[config.mk]
export PLATFORM = sky130hd
export DESIGN_NAME = clb_queue
export DESIGN_NICKNAME = d
export VERILOG_FILES = /design/src/sv/clb_pkg.sv /design/src/sv/clb_queue.sv
export SDC_FILE = /design/constraint.sdc
export NUM_CORES = 1
export LEC_CHECK = 0
export ABC_CLOCK_PERIOD_IN_PS = 3400
export BUFFER_PORTS_ARGS = -buffer_cell sky130_fd_sc_hd__buf_2
export CELL_PAD_IN_SITES_DETAIL_PLACEMENT = 1
export CELL_PAD_IN_SITES_GLOBAL_PLACEMENT = 1
export CORE_UTILIZATION = 30
export DETAILED_ROUTE_END_ITERATION = 10
export PLACE_DENSITY = 0.6
export SLEW_MARGIN = 20
export SYNTH_ARGS = -nofsm -noshare
export SYNTH_HDL_FRONTEND = slang
export SYNTH_SLANG_ARGS = --single-unit
[constraint.sdc]
create_clock -name clock -period 3.4 [get_ports clock]
set_input_delay 0.68 -clock clock [delete_from_list [all_inputs] [get_ports clock]]
set_output_delay 0.68 -clock clock [all_outputs]
set_load 0.02 [all_outputs]
[src/sv/clb_pkg.sv]
package clb_pkg;

   localparam int RowsDefault     = 32;
   localparam int ColsDefault     = 32;
   localparam int ChannelsDefault = 64;
   localparam int MaxStepsDefault = 9;

   typedef enum logic [1:0] {
      MODE_LOAD_GRAD = 2'd0,
      MODE_LOAD_A    = 2'd1,
      MODE_LOAD_B    = 2'd2,
      MODE_READ      = 2'd3
   } mode_type;

   typedef enum logic [1:0] {
      ST_STORED    = 2'd0,
      ST_READ_OK   = 2'd1,
      ST_RANGE     = 2'd2,
      ST_BAD_CFG   = 2'd3
   } status_type;

   typedef enum logic [2:0] {
      CSR_ROWS     = 3'd0,
      CSR_COLS     = 3'd1,
      CSR_CHANNELS = 3'd2,
      CSR_STRIDE   = 3'd3,
      CSR_LIMIT    = 3'd4
   } csr_index_type;

   typedef struct packed {
      logic [1:0]         mode;
      logic [4:0]         row;
      logic [4:0]         col;
      logic [5:0]         channel;
      logic [6:0]         disp_index;
      logic signed [15:0] sample;
   } req_type;

   typedef struct packed {
      logic signed [39:0] grad_a_value;
      logic signed [39:0] grad_b_value;
      logic [1:0]         status;
   } rsp_type;

   typedef struct packed {
      logic [5:0] rows;
      logic [5:0] cols;
      logic [6:0] channels;
      logic [3:0] stride;
      logic [5:0] limit;
   } cfg_type;

   // Command passed from the front end to the execution engine.
   typedef struct packed {
      req_type    req;
      logic       is_load;
      logic       is_read;
      status_type early_status;
      logic [5:0] steps;
   } cmd_type;

   typedef enum logic [2:0] {
      BE_IDLE,
      BE_ISSUE,
      BE_WAIT,
      BE_DRAIN,
      BE_DIV,
      BE_DONE
   } be_state_type;

endpackage

[src/sv/clb_queue.sv]
module clb_queue
   import clb_pkg::*;
(
   input  logic    clock,
   input  logic    reset,
   input  logic    push,
   input  cmd_type push_data,
   input  logic    pop,
   output logic    full,
   output logic    not_empty,
   output cmd_type head
);

   cmd_type    slot_ff [2];
   logic       wptr_ff, wptr_in;
   logic       rptr_ff, rptr_in;
   logic [1:0] count_ff, count_in;

   // Two-entry queue between front end and engine.
   always_comb begin
      wptr_in  = push ? !wptr_ff : wptr_ff;
      rptr_in  = pop ? !rptr_ff : rptr_ff;
      count_in = 2'(count_ff + 2'(push) - 2'(pop));
   end

   always_ff @(posedge clock) begin
      if (reset) begin
         wptr_ff  <= 1'b0;
         rptr_ff  <= 1'b0;
         count_ff <= '0;
      end else begin
         wptr_ff  <= wptr_in;
         rptr_ff  <= rptr_in;
         count_ff <= count_in;
      end
      if (push) begin
         slot_ff[wptr_ff] <= push_data;
      end
   end

   assign full      = count_ff == 2'd2;
   assign not_empty = count_ff != 2'd0;
   assign head      = slot_ff[rptr_ff];

   a_no_overflow: assert property (@(posedge clock) disable iff (reset)
      full |-> !push) else $error("queue overflow");
   a_no_underflow: assert property (@(posedge clock) disable iff (reset)
      !not_empty |-> !pop) else $error("queue underflow");
   a_count_range: assert property (@(posedge clock) disable iff (reset)
      count_ff != 2'd3) else $error("queue count invalid");

endmodule

Yosys cells after proc, flatten, opt, wreduce, memory -nomap -nowiden
Memories as Yosys holds them, arrays and structs flattened. A register that Yosys moved wholly into a read port is not among the register bits.
Index checks and enable logic that the tools add are counted.
{ "word_totals": {"out_inout_bits": 53, "word_cells": 14, "n_memories": 1, "register_bits": 4, "ram_bits": 102} }
{ "memory_table": {"columns": ["name", "words", "width", "rd", "rd_ports_with_merged_regs", "wr", "line", "text"], "rows": [
  ["slot_ff", 2, 51, 1, 1, 1, "clb_queue.sv:14", "cmd_type slot_ff [2];"]
]} }
{ "op_classes": {"muxes": 4, "add_sub_neg": 2, "n_eq_ne": 1, "reduce_logical": 3} }
{ "op_table": {"columns": ["op", "n"], "rows": [
  ["1-bit two-way mux", 4],
  ["2-bit by 1-bit adder with 2-bit output", 1],
  ["2-bit equality test (second input constant)", 1],
  ["1-bit logical NOT", 2],
  ["2-bit nonzero test", 1],
  ["2-bit by 1-bit subtractor with 2-bit output", 1]
]} }

Logic depth before layout (Yosys ltp)
Gate-level depths: netlist of the first run.
{ "depth": {"ltp_word": 3, "ltp_mapped": 6} }

Least setup slack after synthesis of the first run
No wires, ideal clock.
{ "synth_timing": {"kind": "input to register", "start": "input port push", "end": "memory slot_ff[0][0] (netlist name), enable pin", "t_required_ps": 2934, "n_path_buf": 0, "arrival_time_ps": 2939, "path_slack_ps": -5, "setup_ps": 466, "path_stages": 1, "path_cell_list": "nor2b_1"} }
{ "synth_via": {"elab_chain_len": 2} }
{ "synth_rtl": {"columns": ["item", "line", "text"], "rows": [
  ["from (decl)", "clb_queue.sv:6", "input logic push,"],
  ["1-bit two-way mux", "clb_queue.sv:36", "if (push) begin"],
  ["1-bit two-way mux (not written as such)", "clb_queue.sv:37", "slot_ff[wptr_ff] <= push_data;"],
  ["to (decl)", "clb_queue.sv:14", null]
]} }
No other way between the ends.

==> metrics.txt, run 1 <==
post-place setup slack 1210 ps; final worst slack 908 ps; Tcrit/Tclk final 73.3%; die area 14300 µm²; clock sink count ~110; hold_buf cts 0; maximum clock rate 401 MHz; DRT iter0 DRCs 43; Final Skew 6.52 ps; vias in the first global route 2146; path category of the worst min-delay check in2reg; critical path required time 2720 ps; gp weighted congestion 0.629; endpoints failing hold 0; Final #Nets approximately 350; status finished clean; via/cell ratio 4.15; syn avg cell area around 23 µm²; actual slew at the worst max-slew pin 673 ps; first-pass GRT wire length 10800 µm; register area share after synthesis 76.1%; die height 120 µm; wirelength, routed slightly above 7000 µm; CTS Buf Count 9; cell count after synthesis between 150 and 200; CTS tree yes; Rows 42; Inserted Diodes 0; initial antenna violation count 0; Netlist cell types 14; Fillers 1372; Setup Viol. Count Final 0; Post-CTS Setup Repair Bufs 0; HPWL after DPL 4880 µm; Routed wire per std cell between 10 and 15 µm; CP max FO 29; largest net degree at the start of global routing 30; area grow syn2layout 23.5%; core area 13400 µm²; Pins Over Slew Limit 0; worst vdd ir 0.000242 V; Worst Setup Start Kind flop; routed vias between 1500 and 2000; leakage 0.00202 µW; htree depth 3; crit path kind reg2out; number of synthesis warnings 0; clock transition at the registers of the reported paths 70 ps; I/O pin total 108; # resized after CTS 0; layout cell share with drive strength beyond 1 58.8%; unrepaired setup endpoints after global routing false; Synth Cell Area 4160 µm²; drt first pass iters 4; Setup Total Neg Slack 0 ps; Crit. End Element output port; worst skew pair latency 340 ps; syn nets 237; GR Util All Layers between 10% and 20%; Post-DRT Antenna Nets 0; DRC viols 0; Slew HR 55.2%; clk buf depth 2; Initial Utilization 31.0%; grt total ovfl 0; Seq cells post-synth about 110; Worst Path Arrival 1810 ps; CTS Root Cell clkbuf_16; maxcap violations 0; chip width 120 µm; Final Critical Period roughly 2500 ps; port buffer count 107; pwr/cell area roughly 570 nW/µm²
==> cell families (layout without fill, tap and decap cells) <==
| family | after synthesis | after routing | synth area share [%] |
|---|---|---|---|
| xor+xnor | 3 | 3 | 0.964 |
| flops | 107 | 107 | 76.1 |
| mux | 51 | 51 | 18.3 |
| simple gates | 9 | 9 | 1.11 |
| fa+ha+maj | 2 | 2 | 0.602 |
| buf+inv | 8 | 129 | 2.86 |
==> power breakdown <==
part	switching, µW	internal, µW	total, µW
Clock	410	489	900
Combinational	225	210	435
Sequential	38.6	1540	1580
==> cells in the final DEF, fill, tap and decap left out <==
cell	n
mux2_4	50
ha_1	2
and2_2	1
mux2_2	1
xnor2_1	2
nor2_1	4
clkbuf_1	3
dfxtp_4	1
nor2b_1	2
edfxtp_1	102
clkinv_1	2
inv_1	2
clkinv_2	2
buf_2	107
buf_4	1
xnor3_1	1
nor2b_4	1
buf_12	3
clkbuf_16	9
dfxtp_1	4
or2_2	1
==> stage by stage <==
stage	instance area, µm²	std cells	total power (µW)	utilization, %	hold WS [ps]
finish	5130	477	2910	38.3	525
detailed placement	4880	461	2050	36.4	528
global route	5130	477	3030	38.3	505
CTS	5130	477	2970	38.3	506
global placement	4880	461	2040	36.4	496
floorplan	4160	180	1910	-	480
==> registers in the layout, summed over array words and instances (netlist names), named ones only <==
signal	cells
slot_ff	102
count_ff	2
rptr_ff	1
wptr_ff	1
==> critical path, cell delays in order (launching register included) <==
cell     delay [ps]
dfxtp_4         640
buf_12          290
mux2_2          360
buf_2           160
==> synthesized netlist by cell type <==
master / n / area, µm²
edfxtp_1: 102 / 3060
mux2_4: 50 / 751
buf_12: 5 / 100
dfxtp_1: 5 / 100
nor2_1: 4 / 15.0
nor2b_1: 3 / 18.8
ha_1: 2 / 25.0
inv_1: 2 / 7.51
xnor2_1: 2 / 17.5
and2_1: 1 / 6.26
buf_6: 1 / 11.3
mux2_2: 1 / 11.3
or2_2: 1 / 6.26
xnor3_1: 1 / 22.5
==> metal layers <==
| layer | routed length, µm | vias to the layer above | part of all wire [%] | track usage (%) |
|---|---|---|---|---|
| met5 | 0 | - | 0 | 0 |
| met2 | 3630 | 68 | 51 | 17.8 |
| met4 | 72 | 0 | 1.0 | 3.75 |
| met3 | 463 | 7 | 6.5 | 4.33 |
| met1 | 2930 | 975 | 41 | 11.8 |
| li1 | - | 931 | - | - |
==> worst paths after layout <==
| path | start | to | slack, ps | cells after the start |
|---|---|---|---|---|
| min reg2reg | rptr_ff | rptr_ff | 540 | 2 |
| max | flop | head[50] | 910 | 3 |
| max reg2reg | wptr_ff | slot_ff[1][16] | 1770 | 2 |
| min | push_data[50] | slot_ff[0][50] | 520 | 1 |
==> layout make-up <==
| class | count | area, µm² | share of cell area [%] |
|---|---|---|---|
| multi-input cells | 65 | 882 | 17.2 |
| clock buffers | 12 | 236 | 4.61 |
| clock inverters | 4 | 17.5 | 0.341 |
| repair buffers | 111 | 603 | 11.7 |
| inverters | 2 | 7.51 | 0.146 |
| well taps | 176 | 220 | 4.29 |
| flip-flops and latches | 107 | 3170 | 61.7 |
(Power assumes the default switching activity.)
==> run 2: changes to the inputs <==
--- a/config.mk
+++ b/config.mk
@@ -5,13 +5,13 @@
 export SDC_FILE = /design/constraint.sdc
 export NUM_CORES = 1
 export LEC_CHECK = 0
-export ABC_CLOCK_PERIOD_IN_PS = 3400
+export ABC_CLOCK_PERIOD_IN_PS = 2550
 export BUFFER_PORTS_ARGS = -buffer_cell sky130_fd_sc_hd__buf_2
 export CELL_PAD_IN_SITES_DETAIL_PLACEMENT = 1
 export CELL_PAD_IN_SITES_GLOBAL_PLACEMENT = 1
 export CORE_UTILIZATION = 30
 export DETAILED_ROUTE_END_ITERATION = 10
-export PLACE_DENSITY = 0.6
+export PLACE_DENSITY = 0.58
 export SLEW_MARGIN = 20
 export SYNTH_ARGS = -nofsm -noshare
 export SYNTH_HDL_FRONTEND = slang
==> constraint.sdc (replaced) <==
create_clock -name clock -period 2.55 [get_ports clock]
set_input_delay 0.51 -clock clock [delete_from_list [all_inputs] [get_ports clock]]
set_output_delay 0.51 -clock clock [all_outputs]
set_load 0.02 [all_outputs]
==> metrics.txt, run 2 (same netlist as run 1, synthesis figures left out) <==
status finished clean; Slew HR 73.6%; GR Util met2 17.4%; port buffer count between 100 and 150; crit path kind reg2out; Crit. path cell count 3; largest net degree at the start of global routing 31; Largest register FFs 102; Inserted Diodes 0; htree depth 3; first-pass GRT wire length 11000 µm; endpoints failing hold 0; via/cell ratio 4.21; CTS Buf Count 9; post-place setup slack 781 ps; Crit. End Element output port; CP delay by family, top buffers and inverters; worst path bufs/invs 2; met3 Usage GRT 2.85%; GR peak layer met2; worst skew pair latency 340 ps; # resized after CTS 0; final worst slack 438 ps; worst vdd ir approximately 0.00036 V; routed vias 2011; Worst Setup Start Kind flop; DRC viols 0; unrepaired setup endpoints after global routing false; vias in the first global route 2095; CP max FO 21; leakage 0.00205 µW; GR Util All Layers 10.5%; Final #Nets 355; crit path cell chain buf_4 -> mux2_2 -> buf_2; maxcap violations 0; die area 14300 µm²; area grow syn2layout 24.9%; clock transition at the registers of the reported paths 70 ps; initial antenna violation count 0; hold_buf cts 0; Pins Over Slew Limit 0; Fillers 1379; Largest regs slot_ff (102), count_ff (2); Tot Pwr around 4100 µW; DRT iter0 DRCs 62; reg2reg path depth 6; clock sink count between 100 and 150; CTS tree yes; commonest non-fill, non-tap cell in the layout buf_2; layout cell share with drive strength beyond 1 60.3%; Rows 42; Tcrit/Tclk final 82.8%; Setup Viol. Count Final 0; Routed wire per std cell 15.0 µm; drt first pass iters 3; wirelength, routed 7190 µm; chip width 120 µm; Initial Utilization between 30 and 40%; Setup Total Neg Slack 0 ps; gp weighted congestion 0.629; die height 120 µm; Final Critical Period 2110 ps; Post-CTS Setup Repair Bufs 0; grt met1 use 12.2%; path category of the worst min-delay check in2reg; clk buf depth 2; I/O pin total roughly 110; Top reg by flops slot_ff; actual slew at the worst max-slew pin 396 ps; crit-path max cell delay about 380 ps; Post-DRT Antenna Nets 0; CTS Root Cell clkbuf_16; Final Skew ~4.5 ps; maximum clock rate 474 MHz; grt total ovfl 0; critical path required time 2040 ps; HPWL after DPL 4750 µm; Critical-path top delay cell mux2_2; core area 13400 µm²; Worst Path Arrival 1600 ps; most frequent cells in the layout 107 x buf_2, 102 x edfxtp_1, 50 x mux2_4; pwr/cell area 793 nW/µm²; Worst Hold Path Cells 1
-- run 2: cell types whose count changed in the layout (fill, tap and decap cells not counted) --
cell	delta
clkinv_1	-1
bufinv_16	+2
clkinvlp_4	+1
buf_12	-1
buf_4	+3
clkbuf_1	-3
-- run 2: metrics by stage --
| stage | hold WS [ps] | instances | utilization (%) | instance area [µm²] |
|---|---|---|---|---|
| floorplan | 480 | 180 | - | 4160 |
| global placement | 501 | 463 | 36.4 | 4880 |
| detailed placement | 511 | 463 | 36.4 | 4880 |
| CTS | 329 | 478 | 38.7 | 5190 |
| global route | 330 | 478 | 38.7 | 5190 |
| finish | 351 | 478 | 38.7 | 5190 |
-- run 2: per-layer routing --
layer,vias to the layer above,wire [µm]
met5,-,0
li1,932,-
met4,0,170
met3,13,367
met1,999,3160
met2,67,3490
-- run 2: path summary, 6_finish.rpt --
check,startpoint,endpoint,slack [ps]
max,flop,head[50],440
min reg2reg,rptr_ff,flop,520
min,push_data[26],slot_ff[0][26],350
max reg2reg,count_ff[0],count_ff[1],1100
-- run 2: area by class of cell --
class                           count  area (µm²)  share of cell area [%]
Clock inverter                      6        81.3                    1.57
Clock buffer                        9         225                    4.34
Sequential cell                   107        3170                    61.0
Tap cell                          176         220                    4.24
Inverter                            2        7.51                   0.145
Multi-Input combinational cell     65         882                    17.0
Timing Repair Buffer              113         606                    11.7
-- run 2: where the power goes --
part,internal [µW],switching (µW)
Clock,848,584
Combinational,280,320
Sequential,2050,33.1
Total,3180,938
-- run 2: worst reg2reg max path, delay by kind of cell, from the launching register on --
family,cells,cell delay (ps)
buffers and inverters,2,120
XOR/XNOR,1,400
AND/OR/NAND/NOR,1,100
flip-flops,1,350
adder cells (fa/ha/maj),2,430
