<file path="src/sv/clb_pkg.sv">
package clb_pkg;

   localparam int RowsDefault     = 32;
   localparam int ColsDefault     = 32;
   localparam int ChannelsDefault = 64;
   localparam int MaxStepsDefault = 9;

   typedef enum logic [1:0] {
      MODE_LOAD_GRAD = 2'd0,
      MODE_LOAD_A    = 2'd1,
      MODE_LOAD_B    = 2'd2,
      MODE_READ      = 2'd3
   } mode_type;

   typedef enum logic [1:0] {
      ST_STORED    = 2'd0,
      ST_READ_OK   = 2'd1,
      ST_RANGE     = 2'd2,
      ST_BAD_CFG   = 2'd3
   } status_type;

   typedef enum logic [2:0] {
      CSR_ROWS     = 3'd0,
      CSR_COLS     = 3'd1,
      CSR_CHANNELS = 3'd2,
      CSR_STRIDE   = 3'd3,
      CSR_LIMIT    = 3'd4
   } csr_index_type;

   typedef struct packed {
      logic [1:0]         mode;
      logic [4:0]         row;
      logic [4:0]         col;
      logic [5:0]         channel;
      logic [6:0]         disp_index;
      logic signed [15:0] sample;
   } req_type;

   typedef struct packed {
      logic signed [39:0] grad_a_value;
      logic signed [39:0] grad_b_value;
      logic [1:0]         status;
   } rsp_type;

   typedef struct packed {
      logic [5:0] rows;
      logic [5:0] cols;
      logic [6:0] channels;
      logic [3:0] stride;
      logic [5:0] limit;
   } cfg_type;

   // Command passed from the front end to the execution engine.
   typedef struct packed {
      req_type    req;
      logic       is_load;
      logic       is_read;
      status_type early_status;
      logic [5:0] steps;
   } cmd_type;

   typedef enum logic [2:0] {
      BE_IDLE,
      BE_ISSUE,
      BE_WAIT,
      BE_DRAIN,
      BE_DIV,
      BE_DONE
   } be_state_type;

endpackage

</file>
<file path="src/sv/clb_front.sv">
module clb_front
   import clb_pkg::*;
#(
   parameter int ROWS      = RowsDefault,
   parameter int COLS      = ColsDefault,
   parameter int CHANNELS  = ChannelsDefault,
   parameter int MAX_STEPS = MaxStepsDefault
) (
   input  logic    start,
   input  req_type req_data,
   input  cfg_type cfg,
   input  logic    q_full,
   output logic    q_push,
   output cmd_type q_cmd,
   output logic    busy
);

   localparam int Slots = MAX_STEPS * MAX_STEPS;

   logic       ratio_ok;
   logic [5:0] ratio;
   logic [5:0] steps;
   logic       bad_cfg;
   logic       load_oob;
   logic       read_oob;
   cmd_type    cmd;

   // Find limit/stride with a small compare chain (stride is 1..15, quotient <= 32).
   always_comb begin
      ratio_ok = 1'b0;
      ratio    = '0;
      for (int k = 0; k <= 32; k++) begin
         if (cfg.stride != 4'd0 && 10'(k) * 10'(cfg.stride) == 10'(cfg.limit)) begin
            ratio_ok = 1'b1;
            ratio    = 6'(k);
         end
      end
   end

   assign steps = 6'(({1'b0, ratio} << 1) + 7'd1);

   always_comb begin
      bad_cfg = !ratio_ok || cfg.limit == 6'd0 ||
                cfg.rows == 6'd0 || 32'(cfg.rows) > ROWS ||
                cfg.cols == 6'd0 || 32'(cfg.cols) > COLS ||
                cfg.channels == 7'd0 || 32'(cfg.channels) > CHANNELS ||
                32'({1'b0, ratio, 1'b1}) > MAX_STEPS;
      read_oob = req_data.row >= 5'(cfg.rows) && cfg.rows < 6'd32 ||
                 req_data.col >= 5'(cfg.cols) && cfg.cols < 6'd32 ||
                 {1'b0, req_data.channel} >= cfg.channels;
      if (mode_type'(req_data.mode) == MODE_LOAD_GRAD) begin
         load_oob = 32'(req_data.row) >= ROWS || 32'(req_data.col) >= COLS ||
                    32'(req_data.disp_index) >= Slots;
      end else begin
         load_oob = 32'(req_data.row) >= ROWS || 32'(req_data.col) >= COLS ||
                    32'(req_data.channel) >= CHANNELS;
      end
   end

   // Classify the request.
   always_comb begin
      cmd              = '0;
      cmd.req          = req_data;
      cmd.steps        = steps;
      cmd.early_status = ST_STORED;
      if (mode_type'(req_data.mode) == MODE_READ) begin
         if (bad_cfg) begin
            cmd.early_status = ST_BAD_CFG;
         end else if (read_oob) begin
            cmd.early_status = ST_RANGE;
         end else begin
            cmd.is_read = 1'b1;
         end
      end else if (load_oob) begin
         cmd.early_status = ST_RANGE;
      end else begin
         cmd.is_load = 1'b1;
      end
   end

   assign busy   = q_full;
   assign q_push = start && !q_full;
   assign q_cmd  = cmd;

endmodule

</file>
<file path="config.mk">
export PLATFORM = sky130hd
export DESIGN_NAME = clb_front
export DESIGN_NICKNAME = d
export VERILOG_FILES = /design/src/sv/clb_pkg.sv /design/src/sv/clb_front.sv
export SDC_FILE = /design/constraint.sdc
export NUM_CORES = 1
export LEC_CHECK = 0
export BUFFER_PORTS_ARGS = -buffer_cell sky130_fd_sc_hd__buf_2
export CAP_MARGIN = 40
export CORE_MARGIN = 3
export CORE_UTILIZATION = 38
export DETAILED_ROUTE_END_ITERATION = 10
export PLACE_DENSITY = 0.62
export SLEW_MARGIN = 5
export SYNTH_ARGS = -nofsm -noshare
export SYNTH_HDL_FRONTEND = slang
export SYNTH_SLANG_ARGS = --single-unit
</file>
<file path="constraint.sdc">
create_clock -name vclk -period 12.05
set_clock_uncertainty 0.1 [all_clocks]
set_input_delay 0 -clock vclk [all_inputs]
set_output_delay 0 -clock vclk [all_outputs]
set_load 0.02 [all_outputs]
</file>
After elaboration in Yosys (flattened, before gate mapping)
Index checks and enable logic that the tools add are counted.

storage, ports and cells
  register bits after elaboration = 0
  input port bits = 72
  output and inout bits = 53
  logic and storage cells = 199

cells by class
  magnitude comparators = 10
  multipliers = 26
  add/subtract/negate cells = 1
  mux-type cells = 75
  reduce and logical (&&, ||, !) cells = 54
  equality and inequality tests = 33

operators by type and width
  operator             number
  $mux 6               31
  $eq 9x6->1           16
  $mul 5x4->9 const A  8
  $eq 8x6->1           8
  $mul 4x4->8 const A  8
  $mul 3x4->7 const A  6
  $mux 1               40
  $logic_and 1x1->1    36
  $eq 7x6->1           4
  $mul 2x4->6 const A  4
  $logic_not 6->1      3
  $eq 6x6->1           2
  $gt 6x6->1 const B   2
  $lt 6x6->1 const B   2
  $ge 5x5->1           2
  $logic_or 1x1->1     10
  $mux 2               4
  $ge 6x7->1           1
  $ge 7x7->1 const B   1
  $gt 7x4->1 const B   1
  $gt 7x7->1 const B   1
  $logic_not 7->1      1
  $add 6x1->6 const B  1
  $eq 4x6->1           1
  other kinds (5)      6

Logic depth before layout (Yosys ltp)
Gate-level depths: netlist of run 1.

  depth in word-level cells = 46
  mapped depth = 17
  gate-level depth less buffers = 15

Least setup slack after synthesis of run 1
OpenSTA, ideal clock, no wires.

  path type = input -> output
  start point = in cfg[9] in the netlist's numbering
  end point = out q_cmd[7] in the netlist's numbering
  cell stages on the path = 16
  data arrival time = 3.927 ns
  required time = 11.950 ns
  path buffers = 2
  setup slack = 8.023 ns
  cell sequence = buf_2 inv_1 ha_1 buf_6 inv_1 fa_1 inv_1 ha_1 a311oi_1 mux2i_1 nor4_1 nand2b_4 or4_4 or4_4 o41ai_2 a21oi_1

RTL lines
  what         line             RTL
  from (decl)  clb_front.sv:11  input cfg_type cfg,
  to (decl)    clb_front.sv:14  output cmd_type q_cmd,

==> summary.txt, run 1 <==
Run status
  – Status: finished, final reports clean

Layout
  – # nets final: a little under 900
  – Fill cells: 1399
  – Finished layout cell area: between 5000 and 6000 um2
  – Clock buffer count: 0
  – Sequential cell count: 0
  – Area Growth Syn to Fin: 6.53%
  – Diodes inserted: 0
  – Sequential cell area: 0 um2
  – Layout cells sized above 1: 17.1%
  – Footprint of the multi-input gates: between 4000 and 5000 um2

Run
  – Max Cap Viol: 0

Synthesis
  – Mapped Cells: 670
  – Share of the synthesized area in the top cell type: between 10% and 20%
  – Syn nets: ~840
  – Synth unique cells: 82
  – Mean post-synth cell area: ~7.9 um2
  – Synthesized cell area: 5290 um2
  – Register area share after synthesis: 0%
  – Most frequent cell after synthesis: ha_1
  – Synth area leader: ha_1
  – Syn. warnings: 0
  – Synth cell count leaders: ha_1 (73), xor2_1 (54), xnor2_1 (53)
  – Largest cells by area after synthesis: ha_1 (17%), xor2_1 (8.9%), xnor2_1 (8.8%)

Setup path
  – CP Launch Type: input port
  – Critical Path AT: roughly 4900 ps
  – Worst setup path end: q_cmd[7]
  – Critical path startpoint: cfg[8]
  – WP data required: roughly 12000 ps
  – Crit. End Element: output port
  – Worst path cell trace: buf_2 > inv_1 > ha_1 > inv_1 > fa_1 > inv_1 > ha_1 > a311oi_1 > mux2i_1 > nor4_1 > clkbuf_2 > nand2b_4 > or4_4 > or4_4 > o41ai_2 > a21oi_1 > buf_2
  – Crit-path slowest cell: ha_1
  – Max incr delay on CP: roughly 660 ps
  – Worst-path maximum fanout: 18
  – Kind of critical path: in -> out
  – Crit-path most repeated cell: inv_1

STA
  – Final hold vios: 0
  – Fin crit share: between 40% and 50%
  – Max Slew Vio Count: 0
  – Fmax: between 150 and 200 MHz
  – Post-layout min period: slightly above 5000 ps
  – RSZ-0062 raised after global routing: no
  – Tightest Pin Transition: about 870 ps
  – Final setup fails: 0
  – Setup_tns: 0 ps
  – Worst hold slack: roughly 130 ps
  – Normalized max-slew margin: 41.3%

Placed design
  – I/O Buffers: 92
  – Routability-driven placement congestion ratio: 0.944
  – Placed inst area: between 5000 and 6000 um2
  – DP HPWL: between 10 and 15 mm

Routing
  – 1st-iter DRT viols: around 200
  – WL met2: 6.84 mm
  – Max layer used: met4
  – Routed Antenna Nets: 0
  – Detailed Routing Iterations Pass 1: 5
  – Routed len/inst: approximately 17 um
  – DRC: 0
  – WL met3: 1.18 mm
  – Via Count: ~4900
  – Met1 WL: between 6 and 7 mm
  – Avg Vias per Cell: approximately 5.6
  – Routed Wire Length: around 15 mm

Power and ir drop
  – Power Density: ~64 nW/um2
  – Static leakage: 0.00259 uW
  – VDD IR max: 0.0000445 V

Worst hold path
  – HP Class: in -> out

GRT
  – GRT overflow: 0
  – Largest net degree at the start of global routing: 35
  – First-pass GRT wire length: 23.9 mm
  – Gr usage total: between 10% and 20%
  – Vias in the first global route: approximately 4600
  – Initial antenna violation count: 0

Floorplan
  – Initial core utilization: between 30% and 40%
  – Row count: 42
  – Core area: ~13000 um2
  – Die area: approximately 15000 um2
  – Die H: 124 um
  – # IOs: roughly 130
  – Die width: about 120 um

CTS
  – Post-CTS Setup Bufs: 0
## worst max-delay path, delay by kind of cell
kind	cells	cell delay, ps
AO/OA/AOI/OAI	3	740
AND/OR/NAND/NOR	4	1260
multiplexers	1	250
buffers and inverters	6	1220
adder cells (fa/ha/maj)	3	1460
## final cells by class
class / instances / share of cell area (%)
inverters: 52 / 3.47
multi-input cells: 549 / 81.1
well taps: 176 / 3.91
repair buffers: 112 / 11.5
## routing by layer
layer	track usage, %	vias up
met5	0	-
met4	4.45	0
met3	1.59	27
met2	32.7	191
met1	27.3	2274
li1	-	2448
## worst min-delay path by stage
stage,startpoint,end,cells after the start
6_report,req_data[22],q_cmd[32],2
5_1_grt,q_full,busy,2
4_1_cts,req_data[22],q_cmd[32],2
3_5_place_dp,req_data[0],q_cmd[10],0
3_3_place_gp,req_data[0],q_cmd[10],0
2_1_floorplan,q_full,q_push,1
## report_power, final
part / total [uW] / leakage [uW] / switching (uW) / internal, uW
sequential: 0 / 0 / 0 / 0
clock: 0 / 0 / 0 / 0
combinational: 362 / 0.00259 / 208 / 154
total: 362 / 0.00259 / 208 / 154
## logic make-up (layout without fill, tap and decap cells)
family,Yosys count,in the layout,share of synthesized area (%)
fa+ha+maj,93,93,24.8
simple gates,205,205,23.2
buf+inv,121,164,13.6
other cells,1,1,0.0709
mux,9,9,1.87
compound gates,131,131,17.5
xor+xnor,110,110,18.9
## through the flow
| stage | instances | util, % | power, uW | setup WS [ps] |
|---|---|---|---|---|
| finish | 889 | 42.0 | 362 | 7010 |
| global route | 889 | 42.0 | 402 | 6680 |
| CTS | 888 | 42.0 | 360 | 7010 |
| detailed placement | 872 | 40.8 | 349 | 7040 |
| global placement | 872 | 40.8 | 348 | 7110 |
| floorplan | 670 | - | 282 | 8020 |
## placed cells by master (no fill, tap or decap), drive strengths merged, types with 19 or more instances in the layout
cell	Yosys	layout
xor2	54	54
nor2	35	35
xnor2	54	54
ha	73	73
a21o	19	19
o21ai	19	19
a21oi	33	33
nand2	21	21
buf	65	95
fa	20	20
inv	52	52
## timing repair
item,in CTS,in global routing
gates resized for setup,0,0
hold buffers,16,0
hold endpoints to repair,16,0
Power figures use the tool's default switching activity.
==> run 2: changes to the inputs <==
Settings changed: PLACE_DENSITY 0.62 to 0.64.
Clock period 12.05 ns to 4.57 ns, I/O delays scaled along.
==> summary.txt, run 2 (synthesis results as in run 1) <==
GRT
  – First-pass GRT wire length: 24.2 mm (+1.1%)
  – Initial antenna violation count: 0 (unchanged)
  – GRT overflow: 0 (unchanged)
  – Gr usage total: 19.7% (+0.18 points)
  – Largest net degree at the start of global routing: 26 (-26%)
  – Vias in the first global route: 4746 (+3.1%)

Placed design
  – I/O Buffers: 92 (unchanged)
  – Routability-driven placement congestion ratio: 0.955 (+1.1%)
  – DP HPWL: 13.1 mm (+3.6%)
  – Placed Cells: 894 (+2.5%)
  – Placed inst area: 5630 um2 (+3.0%)

Setup path
  – Crit. End Element: output port
  – Crit-path most repeated cell: fa_1
  – WP data required: 4470 ps (-7480 ps)
  – Kind of critical path: in -> out
  – Crit path buf inv count: 4 (-2)
  – Worst-path maximum fanout: 8 (-10)
  – Crit-path slowest cell: fa_1
  – Worst path cell trace: buf_2 > fa_1 > inv_1 > fa_1 > inv_1 > fa_1 > a21o_1 > o21ai_1 > o211ai_1 > o2111ai_1 > o21ai_1 > or4_4 > or4_4 > o41ai_2 > a21oi_1 > buf_2
  – Critical path startpoint: cfg[7]
  – Max incr delay on CP: 570 ps (-90 ps)
  – CP Launch Type: input port
  – Critical Path AT: 4210 ps (-730 ps)
  – Family with the most delay on the worst path: adder cells

Layout
  – Fill cells: 1352 (-3.4%)
  – Most common library cell in the layout ignoring fill and taps: buf_2
  – Commonest cells after routing, fill and taps aside: buf_2 (92), ha_1 (72), xor2_1 (53), xnor2_1 (53), inv_1 (52)
  – Diodes inserted: 0 (unchanged)
  – Sequential cell count: 0 (unchanged)
  – Area Growth Syn to Fin: 9.73%
  – Clock buffer count: 0 (unchanged)
  – Layout cells sized above 1: 19.8% (+2.6 points)
  – Non-Filler Instances: 910 (+2.4%)
  – # nets final: 901 (+2.4%)
  – Sequential cell area: 0 um2 (unchanged)
  – Finished layout cell area: 5800 um2 (+3.0%)

STA
  – RSZ-0062 raised after global routing: no
  – Final hold vios: 0 (unchanged)
  – Tightest Pin Transition: 805 ps (-62.2 ps)
  – Fmax: between 200 and 250 MHz
  – Final setup fails: 0 (unchanged)
  – Post-layout min period: 4310 ps
  – Fin crit share: 94.3%
  – Setup_tns: 0 ps (unchanged)
  – Worst hold slack: 131 ps (+2.18 ps)
  – Max Slew Vio Count: 0 (unchanged)
  – Normalized max-slew margin: 45.8% (+4.6 points)

Power and ir drop
  – Power Density: 167 nW/um2 (+160%)
  – VDD IR max: 0.0000668 V (+50%)
  – Static leakage: 0.00269 uW (+3.9%)

Worst hold path
  – HP Class: in -> out
  – Min-delay src: req_data[22]

Floorplan
  – Die width: 124 um (unchanged)
  – Row count: 42 (unchanged)
  – Die area: 15400 um2 (unchanged)
  – Core area: 13400 um2 (unchanged)
  – # IOs: 125 (unchanged)
  – Initial core utilization: 39.5% (unchanged)
  – Die H: 124 um (unchanged)

CTS
  – Post-CTS Setup Bufs: 0 (unchanged)

Routing
  – Routed Wire Length: 15.8 mm (+3.3%)
  – Routed Antenna Nets: 0 (unchanged)
  – Via Count: 5062 (+2.5%)
  – Routed len/inst: 17.4 um (+0.88%)
  – Avg Vias per Cell: 5.56 (+0.10%)
  – Detailed Routing Iterations Pass 1: 5 (unchanged)
  – DRC: 0 (unchanged)
  – 1st-iter DRT viols: 430 (+110%)

Run status
  – Status: finished, final reports clean

Run
  – Max Cap Viol: 0 (unchanged)
[run 2: final timing paths]
| kind | end | slack [ps] | cells after the start |
|---|---|---|---|
| min | q_cmd[32] | 130 | 2 |
| max | q_cmd[7] | 260 | 16 |
[run 2: final cells by class]
cell class / instances / area, um2 / share of cell area (%)
Inverter: 52 / 195 / 3.36
Multi-Input combinational cell: 549 / 4580 / 78.9
Tap cell: 176 / 220 / 3.80
Timing Repair Buffer: 133 / 808 / 13.9
[run 2: power by group]
| part | switching (uW) | internal, uW |
|---|---|---|
| Sequential | 0 | 0 |
| Clock | 0 | 0 |
| Combinational | 544 | 422 |
[run 2: timing repair]
item / in CTS / in global routing
setup endpoints to repair: 0 / 3
hold endpoints to repair: 16 / 0
hold buffers: 16 / 0
resized for setup: 0 / 4
[run 2: metal layers]
metal  track usage [%]  routed length, um
met2              34.2               7150
met5                 0                  0
met3              1.77               1410
met1              26.8               6980
met4              3.56                306
[run 2: per-stage QoR]
stage,worst slack [ps],util [%],power (uW)
after floorplan,543,-,744
after global placement,274,42.0,929
after detailed placement,228,42.0,933
after CTS,222,43.2,959
after global routing,1.36,43.3,1070
final,262,43.3,966
